--- config.mk ---
export PLATFORM = sky130hd
export DESIGN_NAME = palette_color_quantizer_flat
export DESIGN_NICKNAME = d
export VERILOG_FILES = /design/src/rtl/core/pcq_pkg.sv /design/src/rtl/core/pcq_if.sv /design/src/rtl/core/pcq_cell.sv /design/src/rtl/core/pcq_out_stage.sv /design/src/rtl/core/palette_color_quantizer.sv /design/src/flat_wrapper.sv
export SDC_FILE = /design/constraint.sdc
export NUM_CORES = 1
export LEC_CHECK = 0
export BUFFER_PORTS_ARGS = -buffer_cell sky130_fd_sc_hd__buf_2
export CAP_MARGIN = 20
export CELL_PAD_IN_SITES_DETAIL_PLACEMENT = 0
export CELL_PAD_IN_SITES_GLOBAL_PLACEMENT = 2
export CORE_UTILIZATION = 41
export DETAILED_ROUTE_END_ITERATION = 16
export PLACE_DENSITY = 0.8
export SKIP_LAST_GASP = 1
export SYNTH_ARGS = -nofsm -noshare
export SYNTH_HDL_FRONTEND = slang
export SYNTH_SLANG_ARGS = --single-unit
--- constraint.sdc ---
create_clock -name clk_i -period 4.2 [get_ports clk_i]
set_input_delay 0.63 -clock clk_i [delete_from_list [all_inputs] [get_ports clk_i]]
set_output_delay 0.63 -clock clk_i [all_outputs]
set_load 0.01 [all_outputs]
--- src/rtl/core/pcq_pkg.sv ---
// shared types, mode codes and color tables of the palette color quantizer
package pcq_pkg;

  // number of colors in the fixed palette
  localparam int unsigned PAL_LEN = 10;

  // color mode register codes
  localparam logic [1:0] MODE_TABLE   = 2'd0;
  localparam logic [1:0] MODE_NEAREST = 2'd1;
  localparam logic [1:0] MODE_PASS    = 2'd2;

  // word handed from one cell to the next
  typedef struct packed {
    logic [7:0] red;
    logic [7:0] green;
    logic [7:0] blue;
    logic [1:0] mode;
    logic [9:0] score;
    logic [3:0] idx;
  } cell_word_t;

  // palette color as red, green, blue
  function automatic logic [23:0] pal_rgb(input logic [3:0] k);
    logic [23:0] c;
    case (k)
      4'd0:    c = 24'h000000;
      4'd1:    c = 24'h2f002f;
      4'd2:    c = 24'h204020;
      4'd3:    c = 24'h8080b0;
      4'd4:    c = 24'he0b000;
      4'd5:    c = 24'hb01020;
      4'd6:    c = 24'he08080;
      4'd7:    c = 24'he06020;
      4'd8:    c = 24'he0b020;
      4'd9:    c = 24'h80e0e0;
      default: c = 24'h000000;
    endcase
    return c;
  endfunction

  // per-channel quantize tables, indexed by the top three bits
  function automatic logic [7:0] tab_red(input logic [2:0] k);
    logic [7:0] v;
    case (k)
      3'd0:    v = 8'h00;
      3'd1:    v = 8'h20;
      3'd2:    v = 8'h20;
      3'd3:    v = 8'h80;
      3'd4:    v = 8'h80;
      default: v = 8'he0;
    endcase
    return v;
  endfunction

  function automatic logic [7:0] tab_green(input logic [2:0] k);
    logic [7:0] v;
    case (k)
      3'd0:    v = 8'h00;
      3'd1:    v = 8'h20;
      3'd2:    v = 8'h20;
      3'd3:    v = 8'h20;
      3'd4:    v = 8'h20;
      3'd5:    v = 8'h80;
      3'd6:    v = 8'h80;
      default: v = 8'he0;
    endcase
    return v;
  endfunction

  function automatic logic [7:0] tab_blue(input logic [2:0] k);
    logic [7:0] v;
    case (k)
      3'd0:    v = 8'h00;
      3'd1:    v = 8'h20;
      3'd2:    v = 8'h20;
      3'd3:    v = 8'h40;
      3'd4:    v = 8'h60;
      3'd5:    v = 8'h60;
      3'd6:    v = 8'h60;
      default: v = 8'he0;
    endcase
    return v;
  endfunction

endpackage

--- src/rtl/core/pcq_if.sv ---
// pixel input and result output stream interfaces
interface pcq_pix_if;
  logic       valid;
  logic       ready;
  logic [7:0] pixel_red;
  logic [7:0] pixel_green;
  logic [7:0] pixel_blue;

  modport source (output valid, output pixel_red, output pixel_green, output pixel_blue,
                  input ready);
  modport sink (input valid, input pixel_red, input pixel_green, input pixel_blue,
                output ready);
endinterface

interface pcq_res_if;
  logic       valid;
  logic       ready;
  logic [7:0] out_red;
  logic [7:0] out_green;
  logic [7:0] out_blue;
  logic [3:0] chosen_entry;

  modport source (output valid, output out_red, output out_green, output out_blue,
                  output chosen_entry, input ready);
  modport sink (input valid, input out_red, input out_green, input out_blue,
                input chosen_entry, output ready);
endinterface

--- src/rtl/core/pcq_cell.sv ---
// one palette cell: compares the pixel to one palette color and keeps the nearest
module pcq_cell
  import pcq_pkg::*;
#(
  parameter int unsigned IDX = 0
) (
  input  logic       clk_i,
  input  logic       rst_ni,
  input  logic       in_valid_i,
  output logic       in_ready_o,
  input  cell_word_t in_word_i,
  output logic       out_valid_o,
  input  logic       out_ready_i,
  output cell_word_t out_word_o
);

  localparam logic [3:0]  IDX_C = IDX[3:0];
  localparam logic [23:0] COLOR = pal_rgb(IDX_C);

  logic       valid_q;
  cell_word_t word_q, word_d;
  logic [9:0] cur_score;

  // xor distance to this cell's color
  assign cur_score = {2'b00, COLOR[23:16] ^ in_word_i.red}
                   + {2'b00, COLOR[15:8] ^ in_word_i.green}
                   + {2'b00, COLOR[7:0] ^ in_word_i.blue};

  // first cell seeds the search, later cells replace only on a strictly smaller distance
  always_comb begin
    word_d = in_word_i;
    if (IDX == 0 || cur_score < in_word_i.score) begin
      word_d.score = cur_score;
      word_d.idx   = IDX_C;
    end
  end

  assign in_ready_o = !valid_q || out_ready_i;

  // stage valid
  always_ff @(posedge clk_i or negedge rst_ni) begin
    if (!rst_ni) begin
      valid_q <= 1'b0;
    end else if (in_ready_o) begin
      valid_q <= in_valid_i;
    end
  end

  // stage payload
  always_ff @(posedge clk_i) begin
    if (in_ready_o && in_valid_i) begin
      word_q <= word_d;
    end
  end

  assign out_valid_o = valid_q;
  assign out_word_o  = word_q;

endmodule

--- src/rtl/core/pcq_out_stage.sv ---
// output register: applies the color mode and holds the finished word
module pcq_out_stage
  import pcq_pkg::*;
(
  input  logic       clk_i,
  input  logic       rst_ni,
  input  logic       in_valid_i,
  output logic       in_ready_o,
  input  cell_word_t in_word_i,
  pcq_res_if.source  res_o
);

  logic       valid_q;
  logic [7:0] red_q, green_q, blue_q, red_d, green_d, blue_d;
  logic [3:0] entry_q, entry_d;
  logic [23:0] pal_c;

  assign pal_c = pal_rgb(in_word_i.idx);

  // pick the result by mode
  always_comb begin
    red_d   = in_word_i.red;
    green_d = in_word_i.green;
    blue_d  = in_word_i.blue;
    entry_d = 4'd0;
    case (in_word_i.mode)
      MODE_TABLE: begin
        red_d   = tab_red(in_word_i.red[7:5]);
        green_d = tab_green(in_word_i.green[7:5]);
        blue_d  = tab_blue(in_word_i.blue[7:5]);
      end
      MODE_NEAREST: begin
        red_d   = pal_c[23:16];
        green_d = pal_c[15:8];
        blue_d  = pal_c[7:0];
        entry_d = in_word_i.idx;
      end
      default: begin
        entry_d = 4'd0;
      end
    endcase
  end

  assign in_ready_o = !valid_q || res_o.ready;

  // output valid
  always_ff @(posedge clk_i or negedge rst_ni) begin
    if (!rst_ni) begin
      valid_q <= 1'b0;
    end else if (in_ready_o) begin
      valid_q <= in_valid_i;
    end
  end

  // output payload
  always_ff @(posedge clk_i) begin
    if (in_ready_o && in_valid_i) begin
      red_q   <= red_d;
      green_q <= green_d;
      blue_q  <= blue_d;
      entry_q <= entry_d;
    end
  end

  assign res_o.valid        = valid_q;
  assign res_o.out_red      = red_q;
  assign res_o.out_green    = green_q;
  assign res_o.out_blue     = blue_q;
  assign res_o.chosen_entry = entry_q;

endmodule

--- src/rtl/core/palette_color_quantizer.sv ---
// top level of the palette color quantizer: cell chain, output stage and mode register
// Takes one pixel word per clock and returns one recolored word per clock, in order, while
// the result port keeps ready high. Mode 0 maps each channel through a fixed 8-entry table,
// mode 1 replaces the pixel by the nearest palette color (sum of per-channel xor, ties to
// the lowest index) and reports its index, modes 2 and 3 pass the pixel through. The search
// runs down a chain of one cell per palette color, min(NUM_COLORS, 10) cells, followed by an
// output register. Each stage holds its word when the next is full, so bubbles close up under
// back-pressure. The user must write color_mode only while the block is empty; the block
// itself does not enforce it.
module palette_color_quantizer
  import pcq_pkg::*;
#(
  parameter int unsigned NUM_COLORS = 10
) (
  input  logic       clk_i,
  input  logic       rst_ni,
  input  logic       cfg_we_i,
  input  logic [1:0] cfg_data_i,
  pcq_pix_if.sink    pix_in_i,
  pcq_res_if.source  res_out_o
);

  localparam int unsigned NUM_CELLS = (NUM_COLORS < PAL_LEN) ? NUM_COLORS : PAL_LEN;

  logic [1:0] color_mode_q;
  logic       stg_valid [NUM_CELLS+1];
  logic       stg_ready [NUM_CELLS+1];
  cell_word_t stg_word  [NUM_CELLS+1];

  // mode register
  always_ff @(posedge clk_i or negedge rst_ni) begin
    if (!rst_ni) begin
      color_mode_q <= MODE_TABLE;
    end else if (cfg_we_i) begin
      color_mode_q <= cfg_data_i;
    end
  end

  // chain head
  assign stg_valid[0]       = pix_in_i.valid;
  assign pix_in_i.ready     = stg_ready[0];
  assign stg_word[0].red    = pix_in_i.pixel_red;
  assign stg_word[0].green  = pix_in_i.pixel_green;
  assign stg_word[0].blue   = pix_in_i.pixel_blue;
  assign stg_word[0].mode   = color_mode_q;
  assign stg_word[0].score  = 10'd0;
  assign stg_word[0].idx    = 4'd0;

  // one cell per palette color
  for (genvar k = 0; k < NUM_CELLS; k++) begin : g_cell
    pcq_cell #(
      .IDX(k)
    ) u_cell (
      .clk_i      (clk_i),
      .rst_ni     (rst_ni),
      .in_valid_i (stg_valid[k]),
      .in_ready_o (stg_ready[k]),
      .in_word_i  (stg_word[k]),
      .out_valid_o(stg_valid[k+1]),
      .out_ready_i(stg_ready[k+1]),
      .out_word_o (stg_word[k+1])
    );
  end

  // output register
  pcq_out_stage u_out (
    .clk_i     (clk_i),
    .rst_ni    (rst_ni),
    .in_valid_i(stg_valid[NUM_CELLS]),
    .in_ready_o(stg_ready[NUM_CELLS]),
    .in_word_i (stg_word[NUM_CELLS]),
    .res_o     (res_out_o)
  );

`ifndef SYNTHESIS
  // the reported index always names a searched palette color
  a_entry_range: assert property (@(posedge clk_i) disable iff (!rst_ni)
    res_out_o.valid |-> (res_out_o.chosen_entry < NUM_CELLS))
    else $error("chosen entry outside the searched palette");

  // input stalls only when the whole chain is full and the output is blocked
  a_stall_full: assert property (@(posedge clk_i) disable iff (!rst_ni)
    !pix_in_i.ready |-> (stg_valid[NUM_CELLS] && res_out_o.valid && !res_out_o.ready))
    else $error("input stalled with room in the chain");

  // a word in the last cell moves on when the output register drains
  a_last_moves: assert property (@(posedge clk_i) disable iff (!rst_ni)
    (stg_valid[NUM_CELLS] && res_out_o.ready) |=> res_out_o.valid)
    else $error("last cell word not taken by the output stage");
`endif

endmodule

--- src/flat_wrapper.sv ---
// flat-port wrapper written by rule: the top's interface ports become plain ports
module palette_color_quantizer_flat import pcq_pkg::*;
#(
  parameter int unsigned NUM_COLORS = 10
)
  (clk_i, rst_ni, cfg_we_i, cfg_data_i, pix_in_i_valid, pix_in_i_pixel_red, pix_in_i_pixel_green, pix_in_i_pixel_blue, pix_in_i_ready, res_out_o_valid, res_out_o_out_red, res_out_o_out_green, res_out_o_out_blue, res_out_o_chosen_entry, res_out_o_ready);
  pcq_pix_if pix_in_i_i ();
  pcq_res_if res_out_o_i ();
  input  logic clk_i;
  input  logic rst_ni;
  input  logic cfg_we_i;
  input  logic [1:0] cfg_data_i;
  input wire logic [$bits(pix_in_i_i.valid)-1:0] pix_in_i_valid;
  input wire logic [$bits(pix_in_i_i.pixel_red)-1:0] pix_in_i_pixel_red;
  input wire logic [$bits(pix_in_i_i.pixel_green)-1:0] pix_in_i_pixel_green;
  input wire logic [$bits(pix_in_i_i.pixel_blue)-1:0] pix_in_i_pixel_blue;
  output wire logic [$bits(pix_in_i_i.ready)-1:0] pix_in_i_ready;
  output wire logic [$bits(res_out_o_i.valid)-1:0] res_out_o_valid;
  output wire logic [$bits(res_out_o_i.out_red)-1:0] res_out_o_out_red;
  output wire logic [$bits(res_out_o_i.out_green)-1:0] res_out_o_out_green;
  output wire logic [$bits(res_out_o_i.out_blue)-1:0] res_out_o_out_blue;
  output wire logic [$bits(res_out_o_i.chosen_entry)-1:0] res_out_o_chosen_entry;
  input wire logic [$bits(res_out_o_i.ready)-1:0] res_out_o_ready;
  assign pix_in_i_i.valid = pix_in_i_valid;
  assign pix_in_i_i.pixel_red = pix_in_i_pixel_red;
  assign pix_in_i_i.pixel_green = pix_in_i_pixel_green;
  assign pix_in_i_i.pixel_blue = pix_in_i_pixel_blue;
  assign pix_in_i_ready = pix_in_i_i.ready;
  assign res_out_o_valid = res_out_o_i.valid;
  assign res_out_o_out_red = res_out_o_i.out_red;
  assign res_out_o_out_green = res_out_o_i.out_green;
  assign res_out_o_out_blue = res_out_o_i.out_blue;
  assign res_out_o_chosen_entry = res_out_o_i.chosen_entry;
  assign res_out_o_i.ready = res_out_o_ready;
  palette_color_quantizer #(.NUM_COLORS(NUM_COLORS)) u_core (.clk_i(clk_i), .rst_ni(rst_ni), .cfg_we_i(cfg_we_i), .cfg_data_i(cfg_data_i), .pix_in_i(pix_in_i_i), .res_out_o(res_out_o_i));
endmodule
======== After elaboration in Yosys (flattened, before gate mapping) ========
Memory sizes are Yosys's and may differ from the RTL's. A register that Yosys moved wholly into a read port is not among the register bits.
Cells that the tools add are included.
operators by class
  order comparisons ....................... 9
  muxes and demuxes ....................... 16
  bitwise operators ....................... 25
  equal/unequal tests ..................... 17
  reduce and logical (&&, ||, !) cells .... 43
  $add $sub $neg .......................... 20
operators by type and width
  operator            number
  $mux 14             8
  $add 9x8->10        10
  $add 8x8->9         10
  $lt 10x10->1        9
  $pmux 8 s2          3
  $pmux 8 s3          2
  $pmux 8 s4          1
  $not 3->3           10
  $eq 3x3->1 const B  7
  $eq 3x2->1 const B  6
  $not 1->1           12
  $logic_and 1x1->1   11
  $logic_not 1->1     11
  $logic_or 1x1->1    11
  $not 5->5           2
  $eq 3x1->1 const B  3
  $logic_not 3->1     3
  $mux 4              2
  $reduce_or 2->1     4
  $reduce_or 4->1     1
  $reduce_or 3->1     1
  $eq 2x1->1 const B  1
  $logic_not 2->1     1
  $not 2->2           1
word-level totals
  word-level logic and storage cells ...... 205
  register bits ........................... 416
  input bits .............................. 31
  memory bits (read-only) ................. 320
  memories ................................ 1
  output and inout port bits .............. 30
memory list
  name              depth  width  read ports  clocked after memory_dff  wr ports  line           text
  (name not given)  16     20     1           1                         0         pcq_pkg.sv:25  case (k)

======== Depth between registers and ports, before layout ========
  word-level depth ........................ 13
  depth in mapped cells ................... 22
  depth with buffers taken out ............ 21

======== Modules after synthesis ========
From an unflattened synthesis, not the netlist that was laid out.
second synthesis, totals
  cells, all modules ...................... 1611
  area, all modules ....................... 22715.5 µm²
by module, submodules not included
  module                              area an instance (µm²)  seq. area each (µm²)  cells each  instances
  pcq_cell (u_core.g_cell[1].u_cell)  2188.3                  1226.2                157         1
  pcq_cell (u_core.g_cell[3].u_cell)  2184.6                  1226.2                150         1
  pcq_cell (u_core.g_cell[7].u_cell)  2179.6                  1226.2                157         1
  pcq_cell (u_core.g_cell[2].u_cell)  2175.8                  1226.2                156         1
  pcq_cell (u_core.g_cell[8].u_cell)  2168.3                  1226.2                153         1
  pcq_cell (u_core.g_cell[9].u_cell)  2168.3                  1226.2                154         1
  pcq_cell (u_core.g_cell[4].u_cell)  2157.1                  1226.2                153         1
  pcq_cell (u_core.g_cell[5].u_cell)  2153.3                  1226.2                152         1
  pcq_cell (u_core.g_cell[6].u_cell)  2105.8                  1226.2                154         1
  pcq_cell (u_core.g_cell[0].u_cell)  1625.3                  1106.1                95          1
  pcq_out_stage                       1532.7                  865.8                 125         1
  palette_color_quantizer             76.3                    50.0                  5           1

======== Worst setup path after synthesis ========
OpenSTA, ideal clock, no wires.
  path kind ............................... input to register
  from .................................... input port res_out_o_ready
  to ...................................... register u_core.g_cell[4].u_cell.word_q, in the netlist u_core.g_cell[4].u_cell.out_word_o[0] (enable)
  library setup time ...................... 495 ps
  slack ................................... -229 ps
  cell stages on the path ................. 4
  required time ........................... 3705 ps
  path buffers ............................ 0
  arrival time ............................ 3933 ps
  cells stage by stage .................... and3b_1 nand4_1 nor2_1 a21boi_0
on the way
  longest elaborated chain between the ends .. 8
ends and longest elaborated chain
  item                            line                 text
  from (decl)                     flat_wrapper.sv:23   input wire logic [$bits(res_out_o_i.ready)-1:0] res_out_o_ready;
  $logic_or 1x1->1                pcq_out_stage.sv:44  assign in_ready_o = !valid_q || res_o.ready;
  $logic_or 1x1->1 (6 in series)  pcq_cell.sv:38       assign in_ready_o = !valid_q || out_ready_i;
  $logic_and 1x1->1               pcq_cell.sv:51       if (in_ready_o && in_valid_i) begin
  to (signal assigned)            pcq_cell.sv:52       word_q <= word_d;
  to (decl)                       pcq_cell.sv:21       cell_word_t word_q, word_d;
No other way between the ends.
A chain may end at the register's enable or synchronous reset.

==> out/metrics.yaml <==
synth:
  postSynthNetCount: 1819
  synth_top_flop_cell: "edfxtp_1"
  synth_most_common_cell: "edfxtp_1"
  syn_area_per_cell_um2: 14.1
  synth_edf_count: 403
  syn_area_mm2: 0.0217
  yosysWarnings: 0
  async_flop_share: 0.0303
  ys_ff_latch: 429
  synth_commonest_cells: "403 x edfxtp_1, 262 x inv_1, 156 x ha_1, 90 x fa_1, 74 x mux2_2"
  yosys-top-cells-area: "edfxtp_1 56%, ha_1 9.0%, fa_1 8.3%"
  synth_cell_types: 70
  yosysSeqAreaShare: 0.586
  yosys.area.top_type_share: 0.558
  synth_top_area_cell: "edfxtp_1"
  synthCells: 1542
run:
  maxCapViolations: 0
cells_and_area:
  final_area_mm2: 0.0253
  insertedDiodeCount: 0
  fillCellCount: 4483
  multi_input_area_mm2: 0.00828
  drive_gt1_frac: 0.210
  area_growth_pct: 16.8
  nets: 2001
  area.sequential_mm2: 0.0127
  final_util: 0.489
global_routing:
  use_met3: 0.0246
  grt_antenna_before_repair: 0
  grt_overflow: 0
  grt_pass1_vias: 12400
  met2_usage: 0.281
  grt_max_degree: 41
  busiest_layer: "met2"
  grt_use_total: 0.143
  met1_usage: 0.144
  grt_pass1_wl_um: 60600
sta:
  clock_skew_ps: 21.4
  worstMarginPinSlew_ps: 977
  period_needed_ps: 4140
  rsz0062_at_grt: "true"
  slew_headroom: 0.347
  slew_viol_final: 0
  layout_worst_path_cycle_share: 0.986
  setup_violations: 0
  max_freq_mhz: 241
  hold_viol_final: 0
power:
  p_leak_nw: 10.4
  power_mw: 22.3
  pwr_density_cell_mw_per_mm2: 880
  vdd.ir_drop.worst_v: 0.000474
status:
  run_status: "completed"
min_path:
  min_path_cells: 1
  hold_class: "input pin to register"
  min_to: "u_core.g_cell[0].u_cell.out_word_o[24]"
  min_from: "pix_in_i_pixel_green[0]"
floorplanning:
  ios: 61
  fp.dieH_um: 232
  die_x_um: 232
  coreArea_mm2: 0.0517
  num_rows: 83
  start_util: 0.419
  dieArea_mm2: 0.0538
critical_path:
  reg2reg_depth: 15
  arrival_ps: 4460
  crit_type: "register to register"
  cp_common_cell: "o21a_1"
  rr_startpoint: "u_core.g_cell[5].u_cell.out_word_o[17]"
  path_cells: "fa_1 > ha_2 > fa_2 > a21o_1 > a21oi_1 > buf_4 > o21ai_0 > a22oi_1 > ha_1 > o21a_1 > o21a_1 > o31a_1 > a311o_1 > buf_12 > mux2_2"
  start_kind: "register"
  rrSetupSlack_ps: 60
  worstSetupEndpointType: "register"
  worst_ep_required_time_ps: 4510
  critPathSlowestCell: "fa_1"
  max_stage_delay_ps: 490
  critPathMaxFanout: 13
  cpLargestDelayFamily: "compound AO/OA/AOI/OAI gates"
  reg2reg_to: "u_core.g_cell[6].u_cell.out_word_o[7]"
  critPathBufInv: 2
detailed_routing:
  drtAntennaViolNets: 0
  first_pass_iters: 6
  vias: 11600
  post_drt_wl_per_cell_um: 15.1
  wirelength_um: 36800
  drc_errors: 0
  drt-initial-drc-count: 383
  vias_per_cell: 4.77
placed_design:
  placed_area_mm2: 0.0234
  io_buffers: 60
  dp.final_hpwl_um: 28300
  gp_congestion: 0.809
clocking:
  cts_tree: "built"
  cts_num_sinks: 429
  path_clk_slew_ps: 60
  cts_buffer_depth: 3
  cts_buffers: 47
  cts_root_buf: "clkbuf_16"
  worstSkewPairLatency_ps: 580
  h-tree-depth: 2
[cell families after synthesis]
group | after synthesis | share of synthesized area
compound gates | 232 | 0.0751
xor+xnor | 51 | 0.0206
fa+ha+maj | 246 | 0.173
buf+inv | 277 | 0.0495
flops | 429 | 0.586
mux | 83 | 0.0426
simple gates | 224 | 0.0534
[repair_timing]
action	CTS	global route
hold endpoints to repair	13	0
setup endpoints to repair	87	102
resized for setup	26	53
pin swaps	9	42
hold buffers	1	0
buffers inserted	5	14
gates cloned	1	2
[state kept, by name, summed over array words and instances, names as in the netlist]
register / flops
u_core.g_cell.u_cell.out_word_o: 375
u_core.u_out.pal_c: 13
u_core.g_cell.u_cell.out_valid_o: 10
u_core.u_out.res_o.out_blue: 8
u_core.u_out.res_o.out_green: 8
u_core.u_out.res_o.out_red: 8
u_core.u_out.res_o.chosen_entry: 4
u_core.color_mode_q: 2
u_core.u_out.res_o.valid: 1
[where the power goes]
group | total [mW] | switching [mW] | internal [mW]
clock network | 4.02 | 1.62 | 2.40
registers | 7.10 | 0.576 | 6.52
logic | 11.2 | 5.66 | 5.51
total | 22.3 | 7.85 | 14.4
[cells in the final DEF (no fill, tap or decap), types with 10 or more instances in the layout]
master | synthesis | layout
edfxtp_1 | 403 | 403
inv_1 | 262 | 257
ha_1 | 156 | 148
fa_1 | 90 | 81
buf_4 | 6 | 76
mux2_2 | 74 | 73
nor2_1 | 63 | 60
buf_2 | 3 | 60
clkbuf_16 | 0 | 48
a21oi_1 | 54 | 45
nand2_1 | 42 | 42
xnor2_1 | 39 | 39
o21a_1 | 31 | 30
o21ai_0 | 32 | 25
and2_1 | 22 | 22
a21o_1 | 21 | 21
nand3_1 | 20 | 18
nand2b_1 | 17 | 17
clkbuf_1 | 5 | 15
dfrtp_1 | 13 | 13
dfxtp_1 | 13 | 13
xor2_1 | 12 | 12
o21bai_1 | 12 | 12
a21boi_0 | 16 | 11
a21oi_2 | 1 | 10
[per-stage QoR]
stage	hold slack (ps)	setup TNS [ps]	std cells	setup slack (ps)
2_1_floorplan	334	0	1542	43.6
3_3_place_gp	408	-8800	2331	-294
3_5_place_dp	405	-13140	2332	-337
4_1_cts	208	0	2424	1.49
5_1_grt	227	-817	2440	-131
6_report	250	0	2440	58.2
[worst max-delay path by stage]
stage | start | endpoint | slack (ps) | depth (start not counted)
after detailed placement | u_core.g_cell[6].u_cell.out_word_o[17] | u_core.g_cell[7].u_cell.out_word_o[11] | -340 | 14
final | u_core.g_cell[5].u_cell.out_word_o[17] | u_core.g_cell[6].u_cell.out_word_o[7] | 60 | 15
after global placement | u_core.g_cell[6].u_cell.out_word_o[17] | u_core.g_cell[7].u_cell.out_word_o[11] | -290 | 14
after floorplan | u_core.g_cell[8].u_cell.out_word_o[25] | u_core.u_out.pal_c[14] | 40 | 21
after global routing | u_core.g_cell[8].u_cell.out_word_o[25] | u_core.u_out.pal_c[7] | -130 | 20
after CTS | u_core.g_cell[8].u_cell.out_word_o[17] | u_core.u_out.pal_c[5] | 1 | 21
[cell type report]
class | instances | area share
clock buffers | 63 | 0.0497
flip-flops and latches | 429 | 0.501
well taps | 680 | 0.0336
multi-input cells | 839 | 0.327
clock inverters | 22 | 0.00954
inverters | 262 | 0.0389
repair buffers | 145 | 0.0401
[routing by layer]
| metal | part of all wire | up-vias | routed length, um |
|---|---|---|---|
| met4 | 0.034 | 0 | 1260 |
| met1 | 0.37 | 5607 | 13700 |
| met3 | 0.028 | 78 | 1020 |
| met5 | 0 | - | 0 |
| met2 | 0.57 | 127 | 20800 |
| li1 | - | 5826 | - |
Note: power is estimated with default switching activity, not from simulation.
